File: config.mk
export PLATFORM = sky130hd
export DESIGN_NAME = code_page_translate_replace
export DESIGN_NICKNAME = d
export VERILOG_FILES = /design/src/rtl/cpt_pkg.sv /design/src/rtl/cpt_cell.sv /design/src/rtl/code_page_translate_replace.sv
export SDC_FILE = /design/constraint.sdc
export NUM_CORES = 1
export LEC_CHECK = 0
export ABC_AREA = 1
export BUFFER_PORTS_ARGS = -buffer_cell sky130_fd_sc_hd__buf_2
export CAP_MARGIN = 15
export CELL_PAD_IN_SITES_DETAIL_PLACEMENT = 1
export CELL_PAD_IN_SITES_GLOBAL_PLACEMENT = 1
export CORE_AREA = 2 2 143 110
export CTS_CLUSTER_DIAMETER = 150
export DETAILED_ROUTE_END_ITERATION = 16
export DIE_AREA = 0 0 145 112
export PLACE_DENSITY_LB_ADDON = 0.1
export SYNTH_ARGS = -nofsm -noshare
export SYNTH_HDL_FRONTEND = slang
export SYNTH_HIERARCHICAL = 1
export SYNTH_SLANG_ARGS = --single-unit
export TNS_END_PERCENT = 20
File: constraint.sdc
create_clock -name clk_i -period 8.9 [get_ports clk_i]
set_input_delay 0.89 -clock clk_i [delete_from_list [all_inputs] [get_ports clk_i]]
set_output_delay 0.89 -clock clk_i [all_outputs]
set_load 0.03 [all_outputs]
File: src/rtl/cpt_pkg.sv
// ----------------------------------------------------------------------------
// Code page translator package
// Sizes, resolve codes and the control/status structs between the top level
// and the frame cells.
// ----------------------------------------------------------------------------
package cpt_pkg;

  localparam int FRAMES        = 6;
  localparam int PAGE_BITS     = 7;
  localparam int RAM_BASE_PAGE = 26;
  localparam int ADDR_BITS     = 16;

  localparam int PAGE_W = ADDR_BITS - PAGE_BITS;
  localparam int FIDX_W = $clog2(FRAMES);

  localparam int CODE_W    = 16;
  localparam int HOW_W     = 2;
  localparam int FFRAME_W  = 3;
  localparam int OUT_BITS  = CODE_W + HOW_W + FFRAME_W + CODE_W + CODE_W;
  localparam int OUT_TDATA_W = ((OUT_BITS + 7) / 8) * 8;

  localparam logic [HOW_W-1:0] HOW_REPEAT = 2'd0;
  localparam logic [HOW_W-1:0] HOW_HIT    = 2'd1;
  localparam logic [HOW_W-1:0] HOW_MISS   = 2'd2;

  // Per-cell control from the sequencer
  typedef struct packed {
    logic fill;       // load a new page, mark valid, clear reference
    logic touch;      // set reference bit
    logic tok_load;   // load token bit from tok_start
    logic tok_start;
    logic step;       // advance the clock hand one cell
    logic tok_in;     // token handed over by the previous cell
  } cell_ctl_t;

  // Per-cell status back to the sequencer
  typedef struct packed {
    logic match;
    logic ref_bit;
    logic tok;
  } cell_stat_t;

endpackage

File: src/rtl/cpt_cell.sv
// ----------------------------------------------------------------------------
// Frame cell
// Holds one resident page entry with its valid and reference bits, compares
// it against the lookup page and carries the clock-hand token around the ring.
// ----------------------------------------------------------------------------
module cpt_cell
  import cpt_pkg::*;
(
  input  logic              clk_i,
  input  logic              rst_ni,
  input  logic [PAGE_W-1:0] page_i,
  input  cell_ctl_t         ctl_i,
  output cell_stat_t        stat_o
);

  logic [PAGE_W-1:0] page_q;
  logic              valid_q, valid_d;
  logic              ref_q, ref_d;
  logic              tok_q, tok_d;

  always_ff @(posedge clk_i) begin
    if (ctl_i.fill) begin
      page_q <= page_i;
    end
  end

  always_comb begin
    valid_d = valid_q | ctl_i.fill;
    ref_d   = ref_q;
    priority if (ctl_i.fill) begin
      ref_d = 1'b0;
    end else if (ctl_i.touch) begin
      ref_d = 1'b1;
    end else if (ctl_i.step && tok_q) begin
      // second chance: clear and pass the hand on
      ref_d = 1'b0;
    end
  end

  always_comb begin
    tok_d = tok_q;
    priority if (ctl_i.tok_load) begin
      tok_d = ctl_i.tok_start;
    end else if (ctl_i.step) begin
      tok_d = ctl_i.tok_in;
    end
  end

  always_ff @(posedge clk_i or negedge rst_ni) begin
    if (!rst_ni) begin
      valid_q <= 1'b0;
      ref_q   <= 1'b0;
      tok_q   <= 1'b0;
    end else begin
      valid_q <= valid_d;
      ref_q   <= ref_d;
      tok_q   <= tok_d;
    end
  end

  assign stat_o.match   = valid_q && (page_q == page_i);
  assign stat_o.ref_bit = ref_q;
  assign stat_o.tok     = tok_q;

endmodule

File: src/rtl/code_page_translate_replace.sv
// ----------------------------------------------------------------------------
// Code page translator with page replacement
// Maps an external code address into a RAM of page frames and picks a victim
// frame on a miss.
// ----------------------------------------------------------------------------
// Usage:
//   s_axis carries one code address per item (tdata[15:0]). m_axis returns one
//   result per item. cfg_valid_i/cfg_data_i write replace_policy (0 round-robin,
//   1 clock second-chance); cfg_ready_o is always high. Write it only while idle.
//   An accepted item is looked up in the cycle after acceptance against the
//   last-page shortcut and, in parallel, against every frame cell. A repeat,
//   a table hit and a round-robin miss put the result in the output register
//   from the lookup state and return to idle, where the next item is taken.
//   A clock miss walks the hand through the ring of frame cells, one cell per
//   cycle, until the hand reaches a cell with its reference bit clear, which
//   becomes the victim and is filled.
//   The result register holds while m_axis_tready is low; lookup of the next
//   item waits until the register can take a new result.
//   Reset empties the table and the shortcut, clears the reference bits and
//   the pointer, and selects round-robin.
// ----------------------------------------------------------------------------
module code_page_translate_replace
  import cpt_pkg::*;
(
  input  logic                   clk_i,
  input  logic                   rst_ni,
  input  logic                   s_axis_tvalid,
  output logic                   s_axis_tready,
  input  logic [CODE_W-1:0]      s_axis_tdata,   // code_address
  output logic                   m_axis_tvalid,
  input  logic                   m_axis_tready,
  // mapped_address, how_resolved, fill_frame, fill_source_base, fill_dest_base
  output logic [OUT_TDATA_W-1:0] m_axis_tdata,
  input  logic                   cfg_valid_i,
  output logic                   cfg_ready_o,
  input  logic                   cfg_data_i
);

  localparam logic [1:0] ST_IDLE   = 2'd0;
  localparam logic [1:0] ST_LOOKUP = 2'd1;
  localparam logic [1:0] ST_SWEEP  = 2'd2;

  localparam logic [FIDX_W-1:0] LAST_FRAME = FIDX_W'(FRAMES - 1);

  function automatic logic [CODE_W-1:0] frame_base(input logic [FIDX_W-1:0] f);
    logic [CODE_W-1:0] pg;
    pg = CODE_W'(f) + CODE_W'(RAM_BASE_PAGE);
    return pg << PAGE_BITS;
  endfunction

  function automatic logic [FIDX_W-1:0] next_frame(input logic [FIDX_W-1:0] f);
    return (f == LAST_FRAME) ? '0 : f + FIDX_W'(1);
  endfunction

  logic [1:0]           state_q, state_d;
  logic [ADDR_BITS-1:0] addr_q;
  logic                 policy_q;
  logic [FIDX_W-1:0]    vptr_q, vptr_d;
  logic [PAGE_W-1:0]    last_page_q, last_page_d;
  logic [FIDX_W-1:0]    last_frame_q, last_frame_d;
  logic                 last_valid_q, last_valid_d;
  logic                 out_valid_q, out_valid_d;
  logic [OUT_BITS-1:0]  out_data_q, out_data_d;

  cell_ctl_t  ctl  [FRAMES];
  cell_stat_t stat [FRAMES];

  logic [PAGE_W-1:0]    page;
  logic [PAGE_BITS-1:0] offs;
  logic                 out_free;
  logic                 any_hit, any_victim;
  logic [FIDX_W-1:0]    hit_idx, victim_idx, start_idx, fill_idx, res_frame;
  logic [FRAMES-1:0]    tok_vec;
  logic                 fill_en, touch_en, tok_load, step, emit;
  logic [HOW_W-1:0]     res_how;

  assign page          = addr_q[ADDR_BITS-1:PAGE_BITS];
  assign offs          = addr_q[PAGE_BITS-1:0];
  assign out_free      = !out_valid_q || m_axis_tready;
  assign s_axis_tready = (state_q == ST_IDLE);
  assign cfg_ready_o   = 1'b1;
  assign start_idx     = next_frame(vptr_q);

  // lowest matching frame wins; victim is the token cell with its bit clear
  always_comb begin
    any_hit    = 1'b0;
    any_victim = 1'b0;
    hit_idx    = '0;
    victim_idx = '0;
    for (int k = FRAMES - 1; k >= 0; k--) begin
      tok_vec[k] = stat[k].tok;
      if (stat[k].match) begin
        any_hit = 1'b1;
        hit_idx = FIDX_W'(k);
      end
      if (stat[k].tok && !stat[k].ref_bit) begin
        any_victim = 1'b1;
        victim_idx = FIDX_W'(k);
      end
    end
  end

  always_comb begin
    state_d      = state_q;
    vptr_d       = vptr_q;
    last_page_d  = last_page_q;
    last_frame_d = last_frame_q;
    last_valid_d = last_valid_q;
    fill_en      = 1'b0;
    touch_en     = 1'b0;
    tok_load     = 1'b0;
    step         = 1'b0;
    emit         = 1'b0;
    fill_idx     = '0;
    res_frame    = '0;
    res_how      = HOW_REPEAT;
    unique case (state_q)
      ST_IDLE: begin
        if (s_axis_tvalid) begin
          state_d = ST_LOOKUP;
        end
      end
      ST_LOOKUP: begin
        if (out_free) begin
          priority if (last_valid_q && last_page_q == page) begin
            emit      = 1'b1;
            res_frame = last_frame_q;
            res_how   = HOW_REPEAT;
            state_d   = ST_IDLE;
          end else if (any_hit) begin
            emit      = 1'b1;
            touch_en  = 1'b1;
            res_frame = hit_idx;
            res_how   = HOW_HIT;
            state_d   = ST_IDLE;
          end else if (!policy_q) begin
            emit      = 1'b1;
            fill_en   = 1'b1;
            fill_idx  = vptr_q;
            res_frame = vptr_q;
            res_how   = HOW_MISS;
            vptr_d    = next_frame(vptr_q);
            state_d   = ST_IDLE;
          end else begin
            // start the clock hand one past the pointer
            tok_load = 1'b1;
            state_d  = ST_SWEEP;
          end
        end
      end
      ST_SWEEP: begin
        if (any_victim) begin
          if (out_free) begin
            emit      = 1'b1;
            fill_en   = 1'b1;
            tok_load  = 1'b1;
            fill_idx  = victim_idx;
            res_frame = victim_idx;
            res_how   = HOW_MISS;
            vptr_d    = victim_idx;
            state_d   = ST_IDLE;
          end
        end else begin
          step = 1'b1;
        end
      end
      default: begin
        state_d = ST_IDLE;
      end
    endcase
    if (emit) begin
      last_page_d  = page;
      last_frame_d = res_frame;
      last_valid_d = 1'b1;
    end
  end

  always_comb begin
    out_valid_d = out_valid_q && !m_axis_tready;
    out_data_d  = out_data_q;
    if (emit) begin
      out_valid_d = 1'b1;
      if (res_how == HOW_MISS) begin
        out_data_d = {frame_base(res_frame),
                      CODE_W'({page, {PAGE_BITS{1'b0}}}),
                      FFRAME_W'(res_frame),
                      res_how,
                      frame_base(res_frame) + CODE_W'(offs)};
      end else begin
        out_data_d = {{(2 * CODE_W + FFRAME_W){1'b0}},
                      res_how,
                      frame_base(res_frame) + CODE_W'(offs)};
      end
    end
  end

  for (genvar k = 0; k < FRAMES; k++) begin : g_cell
    localparam int PREV = (k == 0) ? FRAMES - 1 : k - 1;

    assign ctl[k].fill      = fill_en && (fill_idx == FIDX_W'(k));
    assign ctl[k].touch     = touch_en && (hit_idx == FIDX_W'(k));
    assign ctl[k].tok_load  = tok_load;
    assign ctl[k].tok_start = (state_q == ST_LOOKUP) && (start_idx == FIDX_W'(k));
    assign ctl[k].step      = step;
    assign ctl[k].tok_in    = stat[PREV].tok && stat[PREV].ref_bit;

    cpt_cell u_cell (
      .clk_i  (clk_i),
      .rst_ni (rst_ni),
      .page_i (page),
      .ctl_i  (ctl[k]),
      .stat_o (stat[k])
    );
  end

  always_ff @(posedge clk_i) begin
    if (s_axis_tvalid && s_axis_tready) begin
      addr_q <= s_axis_tdata[ADDR_BITS-1:0];
    end
    out_data_q <= out_data_d;
  end

  always_ff @(posedge clk_i or negedge rst_ni) begin
    if (!rst_ni) begin
      state_q      <= ST_IDLE;
      policy_q     <= 1'b0;
      vptr_q       <= '0;
      last_page_q  <= '0;
      last_frame_q <= '0;
      last_valid_q <= 1'b0;
      out_valid_q  <= 1'b0;
    end else begin
      state_q      <= state_d;
      vptr_q       <= vptr_d;
      last_page_q  <= last_page_d;
      last_frame_q <= last_frame_d;
      last_valid_q <= last_valid_d;
      out_valid_q  <= out_valid_d;
      if (cfg_valid_i && cfg_ready_o) begin
        policy_q <= cfg_data_i;
      end
    end
  end

  assign m_axis_tvalid = out_valid_q;
  assign m_axis_tdata  = OUT_TDATA_W'(out_data_q);

`ifndef SYNTHESIS
  a_tok_single: assert property (@(posedge clk_i) disable iff (!rst_ni)
    $onehot0(tok_vec))
    else $error("more than one clock hand in the ring");

  a_tok_sweep: assert property (@(posedge clk_i) disable iff (!rst_ni)
    (state_q == ST_SWEEP) |-> $onehot(tok_vec))
    else $error("sweep without a clock hand");

  a_vptr_range: assert property (@(posedge clk_i) disable iff (!rst_ni)
    vptr_q <= LAST_FRAME)
    else $error("victim pointer out of range");

  a_accept_lookup: assert property (@(posedge clk_i) disable iff (!rst_ni)
    (s_axis_tvalid && s_axis_tready) |=> (state_q == ST_LOOKUP))
    else $error("accepted item not looked up");
`endif

endmodule
==> results.toml, run 1 <==
[worst_setup_path]
cp_max_fo = 23
critPathKind = "reg -> reg"
path_delay_family = "simple AND/OR/NAND/NOR gates"
cp.arrival_ns = 3.73
end_kind = "register"
crit_required_ns = 8.94
max_stage_delay_ns = 0.96
critical_path.startpoint_type = "register"
r2r-start = "addr_q[11]$_DFFE_PP_"
path_cells = "inv_1 -> nand2_1 -> nand2_1 -> nor2_1 -> nand3_1 -> nor2_1 -> inv_1 -> nand2_1 -> nor2_2 -> nand3_1 -> nor2_1 -> nand3_1 -> nand2_1 -> nand2_1 -> nand3_1 -> nor2_1"
critical_path_buf_inv_count = 2
reg2reg_depth = 16
reg2reg_slack_ns = 5.21
cp-startpoint = "addr_q[11]$_DFFE_PP_"
slowest_stage = "edfxtp_1"
crit_cells = 16
cp_common_cell = "nand2_1"

[routing]
avgViaCountPerCell = 4.78
drt-pass1-iter-count = 4
wire_per_inst_microns = 16.0
vias = 5153
drc = 0
initialDrtViolationCount = 308
ant_nets = 0
wl_mm = 17.2

[sta]
maxSlewHeadroom = 0.286
fmax_mhz = 271
period_share = 0.415
fin_worst_skew_ns = 0.00954
period_minus_slack_ns = 3.69
rsz0062_at_grt = "no"
worst_pin_slew_ns = 1.07
setup_violations = 0
slew_viol_final = 0
tns_ns = 0
hold_viol_final = 0

[power]
vdd_drop_max_mv = 0.186
power_leakage_nw = 3.85
p_per_area_nw_per_um2 = 308

[place]
numPortBuffers = 56
place_congestion = 0.808
placed_area_sq_um = 7290
place_hpwl_mm = 11.9

[cts]
cts_setup_buffers = 0
cts_sinks = 138
cts_root_buf = "clkbuf_16"
cts_buffers = 17
cts-htree-levels = 4
cts_hold_buf = 0
clk_pin_slew_ns = 0.06
cts_buffer_depth = 2
clk_latency_ns = 0.43
tritoncts = "done"
post_cts_resized = 0

[floorplanning]
die_area_sq_um = 16200
die_y_microns = 112
start_util = 0.468
die_x_microns = 145
coreArea_sq_um = 14900
io_pins = 81
rows = 39

[yosys]
syn_avg_cell_area_sq_um = 8.70
yosysSeqAreaShare = 0.568
synth_ff_type = "edfxtp_1"
yosys_register_bits = 138
synthCells = 800
synthDistinctLibCells = 34
synth_edf_count = 100
syn_area_sq_um = 6960
yosys_warnings = 6
async_reset_ff_frac = 0.275

[finish]
drive_gt1_frac = 0.147
final_common_cell = "nand2_1"
syn_to_final_growth_pct = 13.4
nNetsFinal = 885
finalCoreUtilization = 0.530
final_cell_mix = "nand2_1, inv_1, nor2_1"
stdcell_area_sq_um = 7900
antenna_cells = 0

[grt]
grt-ovfl-total = 0
antenna_found_initial = 0
grt_pass1_wl_mm = 28.1
grt_pass1_vias = 5400
grt_max_degree = 39
grt_usage = 0.224

[worst_hold_path]
hold_path.class = "reg -> reg"
holdPathStages = 0
holdCritStartpoint = "addr_q[5]$_DFFE_PP_"

[job]
cap_violations = 0

[status]
status = "completed"
-- layer usage --
layer	GRT usage	wire length (microns)
met2	0.369	8210
met4	0.0719	59
met1	0.300	8230
met5	0	0
met3	0.0459	673
-- synthesized netlist by cell type (2+ instances only) --
| library cell | n | area share |
|---|---|---|
| nand2_1 | 216 | 0.12 |
| inv_1 | 138 | 0.074 |
| nor2_1 | 125 | 0.067 |
| edfxtp_1 | 100 | 0.43 |
| buf_4 | 39 | 0.042 |
| dfrtp_1 | 38 | 0.14 |
| nand3_1 | 28 | 0.020 |
| nor2_2 | 14 | 0.013 |
| nor3_1 | 13 | 0.0093 |
| xor2_1 | 12 | 0.015 |
| a21oi_1 | 11 | 0.0079 |
| o21ai_0 | 9 | 0.0065 |
| inv_2 | 7 | 0.0038 |
| o31ai_1 | 6 | 0.0065 |
| or2_2 | 6 | 0.0054 |
| ha_1 | 4 | 0.0072 |
| nand4_1 | 4 | 0.0036 |
| o21ai_1 | 4 | 0.0029 |
| nand2_4 | 3 | 0.0049 |
| nor4_1 | 3 | 0.0027 |
| xnor2_1 | 3 | 0.0038 |
| buf_6 | 2 | 0.0032 |
| clkbuf_1 | 2 | 0.0011 |
| conb_1 | 2 | 0.0011 |
| nor2_4 | 2 | 0.0032 |
-- per-stage QoR --
| step | total power [mW] | setup slack, ns | cells | hold WS [ns] |
|---|---|---|---|---|
| 6_report | 2.43 | 5.21 | 1077 | 0.426 |
| 5_1_grt | 2.58 | 4.80 | 1077 | 0.435 |
| 4_1_cts | 2.45 | 4.96 | 1076 | 0.427 |
| 3_5_place_dp | 1.73 | 5.02 | 1044 | 0.410 |
| 3_3_place_gp | 1.69 | 5.18 | 1044 | 0.401 |
| 2_1_floorplan | 1.53 | 5.91 | 822 | 0.400 |
-- report_power, final --
group	total (mW)	internal [mW]	switching, mW
clock	0.700	0.414	0.286
sequential	1.00	0.870	0.135
combinational	0.726	0.214	0.512
total	2.43	1.50	0.933
-- area by class of cell --
cell class | count | area [sq um]
clock buffer | 18 | 429
tap | 205 | 256
fill | 1779 | 6990
sequential | 138 | 3950
inverter | 145 | 544
clock inverter | 14 | 149
multi-input combinational | 495 | 2220
timing repair buffer | 62 | 345
-- final timing paths --
kind	endpoint
worst min-delay path	out_data_q[5]$_DFFE_PP_
worst max register to register	g_cell[0].u_cell/page_q[7]$_DFFE_PP_
max in group asynchronous	last_page_q[5]$_DFFE_PN0P_
worst min register to register	out_data_q[5]$_DFFE_PP_
min in group asynchronous	g_cell[5].u_cell/tok_q$_DFFE_PN0P_
worst max-delay path	g_cell[0].u_cell/page_q[7]$_DFFE_PP_
-- registers in the layout, indices dropped and copies added, names as in the netlist, 2 cells and up --
signal / flops
last_frame_q: 3
vptr_q: 3
addr_q: 16
g_cell.u_cell/page_q: 54
g_cell.u_cell/valid_q: 6
last_page_q: 9
out_data_q: 30
state_q: 2
g_cell.u_cell/tok_q: 6
g_cell.u_cell/ref_q: 6
-- cell families after synthesis --
| group | synth area share |
|---|---|
| flops | 0.568 |
| buf+inv | 0.125 |
| xor+xnor | 0.0189 |
| other cells | 0.00108 |
| simple gates | 0.252 |
| compound gates | 0.0279 |
| fa+ha+maj | 0.00719 |
(Power assumes the default switching activity.)
==> inputs of run 2 (changes only) <==
--- a/config.mk
+++ b/config.mk
@@ -10,10 +10,10 @@
 export CAP_MARGIN = 15
 export CELL_PAD_IN_SITES_DETAIL_PLACEMENT = 1
 export CELL_PAD_IN_SITES_GLOBAL_PLACEMENT = 1
-export CORE_AREA = 2 2 143 110
+export CORE_AREA = 2 2 149 114
 export CTS_CLUSTER_DIAMETER = 150
 export DETAILED_ROUTE_END_ITERATION = 16
-export DIE_AREA = 0 0 145 112
+export DIE_AREA = 0 0 151 116
 export PLACE_DENSITY_LB_ADDON = 0.1
 export SYNTH_ARGS = -nofsm -noshare
 export SYNTH_HDL_FRONTEND = slang
==> constraint.sdc (replaced) <==
create_clock -name clk_i -period 3.8 [get_ports clk_i]
set_input_delay 0.38 -clock clk_i [delete_from_list [all_inputs] [get_ports clk_i]]
set_output_delay 0.38 -clock clk_i [all_outputs]
set_load 0.03 [all_outputs]
==> results.toml, run 2 (synthesized netlist as in run 1, its figures left out) <==
[status]
status = "completed"

[worst_setup_path]
r2r-start = "addr_q[11]$_DFFE_PP_"
crit_required_ns = 3.88
max_stage_delay_ns = 0.81
path_cells = "inv_1 -> nand2_1 -> nand2_1 -> nor2_1 -> nand3_1 -> nor2_1 -> inv_1 -> nand2_1 -> nor2_2 -> nand2_1 -> nor2_1 -> o21ai_1 -> nand2_1 -> nand2_4 -> nand2_4 -> inv_1 -> buf_4"
cp_common_cell = "nand2_1"
cp.arrival_ns = 3.47
reg2reg_depth = 17
end_kind = "register"
reg2reg_slack_ns = 0.42
r2r-end = "out_data_q[20]$_SDFFCE_PP0P_"
critical_path.startpoint_type = "register"
critPathKind = "reg -> reg"
cp_max_fo = 30
slowest_stage = "edfxtp_1"

[power]
vdd_drop_max_mv = 0.465
internal_power_mw = 3.61
p_sw_mw = 2.23
p_per_area_nw_per_um2 = 726
finalPower_mw = 5.83
p_seq_frac = 0.389
power.share.clock = 0.298
combPwrFrac = 0.313
switching_share = 0.382
power_leakage_nw = 3.93

[cts]
cts_root_buf = "clkbuf_16"
cts_sinks = 138
cts_setup_buffers = 0
tritoncts = "done"
clk_latency_ns = 0.43
cts_buffer_depth = 2
cts_buffers = 17
cts-htree-levels = 4
post_cts_resized = 0
clk_pin_slew_ns = 0.06
cts_hold_buf = 0

[finish]
fillCellCount = 1913
antenna_cells = 0
final_cell_mix = "nand2_1, inv_1, nor2_1"
top_regs = "g_cell.u_cell/page_q (54), out_data_q (30), addr_q (16)"
finalCoreUtilization = 0.505
final_common_cell = "nand2_1"
drive_gt1_frac = 0.162
nNetsFinal = 900
final_cells = 1097
largest_reg_flops = 54
syn_to_final_growth_pct = 15.4
final-seq-area_sq_um = 3950
largest-register = "g_cell.u_cell/page_q"
multi_input_area_sq_um = 2220

[routing]
wl_mm = 17.7
avgViaCountPerCell = 4.78
initialDrtViolationCount = 245
wire_per_inst_microns = 16.1
vias = 5239
drc = 0
drt-pass1-iter-count = 4
ant_nets = 0

[floorplanning]
start_util = 0.437
io_pins = 81
die_area_sq_um = 17500
coreArea_sq_um = 15900
die_x_microns = 151
die_y_microns = 116
rows = 40

[grt]
grt_pass1_wl_mm = 28.3
antenna_found_initial = 0
grt_pass1_vias = 5498
grt-ovfl-total = 0
grt_max_degree = 39
grt_usage = 0.215

[worst_hold_path]
hold_path.class = "in -> async"

[place]
dp.cells = 1065
place_hpwl_mm = 12.6
place_congestion = 0.856
numPortBuffers = 56

[sta]
hold_viol_final = 0
fin_worst_skew_ns = 0.0110
fmax_mhz = 295
period_minus_slack_ns = 3.38
worst_pin_slew_ns = 0.960
period_share = 0.891
maxSlewHeadroom = 0.360
holdWs_ns = 0.105
slew_viol_final = 0
rsz0062_at_grt = "no"
setup_violations = 0
tns_ns = 0

[job]
cap_violations = 0
run 2: cell types whose count changed in the layout (fill, tap and decap cells not counted), sizes merged:
| cell | delta |
|---|---|
| clkinv | -4 |
| bufinv | +1 |
| inv | +3 |
| buf | +15 |
run 2: cell type report:
class | count | share of cell area
clock buffers | 18 | 0.0534
clock inverters | 14 | 0.0229
inverters | 145 | 0.0678
multi-input cells | 495 | 0.276
flip-flops and latches | 138 | 0.492
well taps | 210 | 0.0327
repair buffers | 77 | 0.0545
run 2: per-layer routing:
layer | track usage | routed length [microns] | vias up
met5 | 0 | 0 | -
met4 | 0.0642 | 171 | 0
met3 | 0.0504 | 601 | 20
met2 | 0.348 | 8460 | 86
met1 | 0.290 | 8460 | 2567
li1 | - | - | 2566
run 2: worst max path at each step:
stage                         start                                   end  slack, ns  cells after the start
5_1_grt        addr_q[11]$_DFFE_PP_          out_data_q[20]$_SDFFCE_PP0P_        0.1                     17
2_1_floorplan  addr_q[14]$_DFFE_PP_  g_cell[3].u_cell/page_q[0]$_DFFE_PP_       0.81                     14
6_report       addr_q[11]$_DFFE_PP_          out_data_q[20]$_SDFFCE_PP0P_       0.42                     17
3_3_place_gp   addr_q[11]$_DFFE_PP_  g_cell[0].u_cell/page_q[1]$_DFFE_PP_       0.50                     16
4_1_cts        addr_q[11]$_DFFE_PP_  g_cell[0].u_cell/page_q[7]$_DFFE_PP_       0.28                     16
3_5_place_dp   addr_q[11]$_DFFE_PP_  g_cell[0].u_cell/page_q[3]$_DFFE_PP_       0.30                     16
run 2: power by group through the flow:
stage                     Sequential [mW]  Combinational [mW]  Clock, mW
after floorplan                      2.42                1.18          0
after global placement               2.29                1.76          0
after detailed placement             2.30                1.82          0
after CTS                            2.28                1.84       1.77
after global routing                 2.32                2.05       1.82
final                                2.27                1.83       1.74
run 2: worst max-delay path, delay by kind of cell, from the launching register on:
family / cells / cell delay, ns
AOI/OAI and AO/OA: 1 / 0.15
buffers and inverters: 4 / 0.62
DFF: 1 / 0.81
and+or+nand+nor: 12 / 1.43
run 2: stage by stage:
step	setup WS, ns	cell area, sq um
after floorplan	0.815	7040
after global placement	0.497	7420
after detailed placement	0.301	7420
after CTS	0.282	8030
after global routing	0.0964	8030
final	0.415	8030
==> inputs of run 3 (changes only) <==
--- a/config.mk
+++ b/config.mk
@@ -7,13 +7,12 @@
 export LEC_CHECK = 0
 export ABC_AREA = 1
 export BUFFER_PORTS_ARGS = -buffer_cell sky130_fd_sc_hd__buf_2
-export CAP_MARGIN = 15
 export CELL_PAD_IN_SITES_DETAIL_PLACEMENT = 1
 export CELL_PAD_IN_SITES_GLOBAL_PLACEMENT = 1
-export CORE_AREA = 2 2 149 114
+export CORE_AREA = 2 2 166 128
 export CTS_CLUSTER_DIAMETER = 150
 export DETAILED_ROUTE_END_ITERATION = 16
-export DIE_AREA = 0 0 151 116
+export DIE_AREA = 0 0 168 130
 export PLACE_DENSITY_LB_ADDON = 0.1
 export SYNTH_ARGS = -nofsm -noshare
 export SYNTH_HDL_FRONTEND = slang
==> results.toml, run 3 (synthesized netlist as in run 1, its figures left out) <==
[power]
power.share.clock = 0.282
vdd_drop_max_mv = 0.349
combPwrFrac = 0.313
power_leakage_nw = 3.89
p_seq_frac = 0.405
internal_power_mw = 3.41
switching_share = 0.399
finalPower_mw = 5.68
p_sw_mw = 2.27
p_per_area_nw_per_um2 = 709

[cts]
cts-htree-levels = 4
cts_root_buf = "clkbuf_16"
clk_latency_ns = 0.44
cts_buffers = 17
cts_hold_buf = 0
clk_pin_slew_ns = 0.07
tritoncts = "done"
cts_sinks = 138
cts_setup_buffers = 0
cts_buffer_depth = 2

[sta]
worst_pin_slew_ns = 0.948
period_minus_slack_ns = 3.34
setup_violations = 0
holdWs_ns = 0.0942
fin_worst_skew_ns = 0.0142
period_share = 0.880
fmax_mhz = 299
tns_ns = 0
slew_viol_final = 0
fin_ws_ns = 0.455
hold_viol_final = 0
rsz0062_at_grt = "no"
maxSlewHeadroom = 0.368

[routing]
wire_per_inst_microns = 15.9
ant_nets = 0
drc = 0
vias = 5155
wl_mm = 18.3
avgViaCountPerCell = 4.49
drt-pass1-iter-count = 4
initialDrtViolationCount = 243

[place]
pre_cts_ws_ns = 0.368
numPortBuffers = 56
place_congestion = 0.861
place_hpwl_mm = 13.2

[floorplanning]
die_y_microns = 130
die_area_sq_um = 21800
start_util = 0.341
rows = 46
coreArea_sq_um = 20400
io_pins = 81
die_x_microns = 168

[worst_setup_path]
end_kind = "register"
cp.arrival_ns = 3.43
crit_required_ns = 3.88
r2r-start = "addr_q[11]$_DFFE_PP_"
cp_max_fo = 30
critical_path.startpoint_type = "register"
r2r-end = "out_data_q[35]$_SDFFCE_PP0P_"
reg2reg_depth = 17
reg2reg_slack_ns = 0.46
critPathKind = "reg -> reg"

[grt]
antenna_found_initial = 0
grt_usage = 0.176
grt_pass1_wl_mm = 28.9
grt-ovfl-total = 0
grt_max_degree = 39
grt_pass1_vias = 5342

[worst_hold_path]
hold_path.class = "in -> async"

[finish]
top_regs = "g_cell.u_cell/page_q (54), out_data_q (30), addr_q (16)"
nNetsFinal = 896
final_cell_mix = "nand2_1, inv_1, nor2_1"
largest_reg_flops = 54
drive_gt1_frac = 0.160
syn_to_final_growth_pct = 15.1
finalCoreUtilization = 0.392
largest-register = "g_cell.u_cell/page_q"
antenna_cells = 0
final_common_cell = "nand2_1"

[status]
status = "completed"

[job]
cap_violations = 0
## run 3: changes by cell type in the layout (fill, tap and decap cells not counted)
cell,delta
inv_6,+1
clkinv_2,+1
inv_8,+2
bufinv_16,-3
buf_4,-4
clkbuf_1,-1
## run 3: power groups by stage
stage	Sequential, mW	Combinational (mW)	Clock (mW)
after floorplan	2.42	1.18	0
final	2.30	1.78	1.60
after CTS	2.31	1.80	1.63
after global placement	2.33	1.75	0
after detailed placement	2.34	1.79	0
after global routing	2.36	2.01	1.70
## run 3: timing repair
| item | CTS | global route |
|---|---|---|
| resized for setup | 0 | 1 |
| hold endpoints to repair | 0 | 0 |
| endpoints found under the setup margin | 0 | 11 |
## run 3: how the worst max path moves through the flow
stage,from,end,cells past startpoint
floorplan,addr_q[14]$_DFFE_PP_,g_cell[3].u_cell/page_q[0]$_DFFE_PP_,14
global placement,addr_q[11]$_DFFE_PP_,out_data_q[32]$_SDFFCE_PP0P_,17
detailed placement,addr_q[11]$_DFFE_PP_,g_cell[0].u_cell/page_q[0]$_DFFE_PP_,16
CTS,addr_q[11]$_DFFE_PP_,g_cell[0].u_cell/page_q[8]$_DFFE_PP_,16
global route,addr_q[11]$_DFFE_PP_,out_data_q[35]$_SDFFCE_PP0P_,17
finish,addr_q[11]$_DFFE_PP_,out_data_q[35]$_SDFFCE_PP0P_,17
## run 3: metrics by stage
step	cells	cell area, sq um
2_1_floorplan	822	7040
3_3_place_gp	1115	7450
3_5_place_dp	1115	7450
4_1_cts	1147	8010
5_1_grt	1147	8010
6_report	1147	8010
## run 3: cell type report
class,count,area [sq um]
repair buffers,73,408
clock inverters,15,130
clock buffers,17,425
inverters,145,544
flip-flops and latches,138,3950
well taps,264,330
multi-input cells,495,2220
fillers,2426,12400
## run 3: worst max-delay path, stage by stage, from the launching register on
cell and delay [ns]:
edfxtp_1 0.88, inv_1 0.09, nand2_1 0.08, nand2_1 0.05, nor2_1 0.09, nand3_1 0.12
nor2_1 0.15, nor2_1 0.08, inv_1 0.08, nor2_2 0.04, nand2_1 0.14, nor2_1 0.10
o21ai_1 0.15, nand2_1 0.13, nand2_4 0.16, nand2_4 0.15, inv_1 0.08, buf_4 0.36
## run 3: per-layer routing
layer  vias to the layer above  GRT usage  part of all wire  routed length (microns)
met3                        17     0.0340             0.022                      408
li1                       2556          -                 -                        -
met1                      2522      0.242              0.50                     9130
met4                         0     0.0588             0.011                      200
met5                         -          0                 0                        0
met2                        60      0.283              0.47                     8530
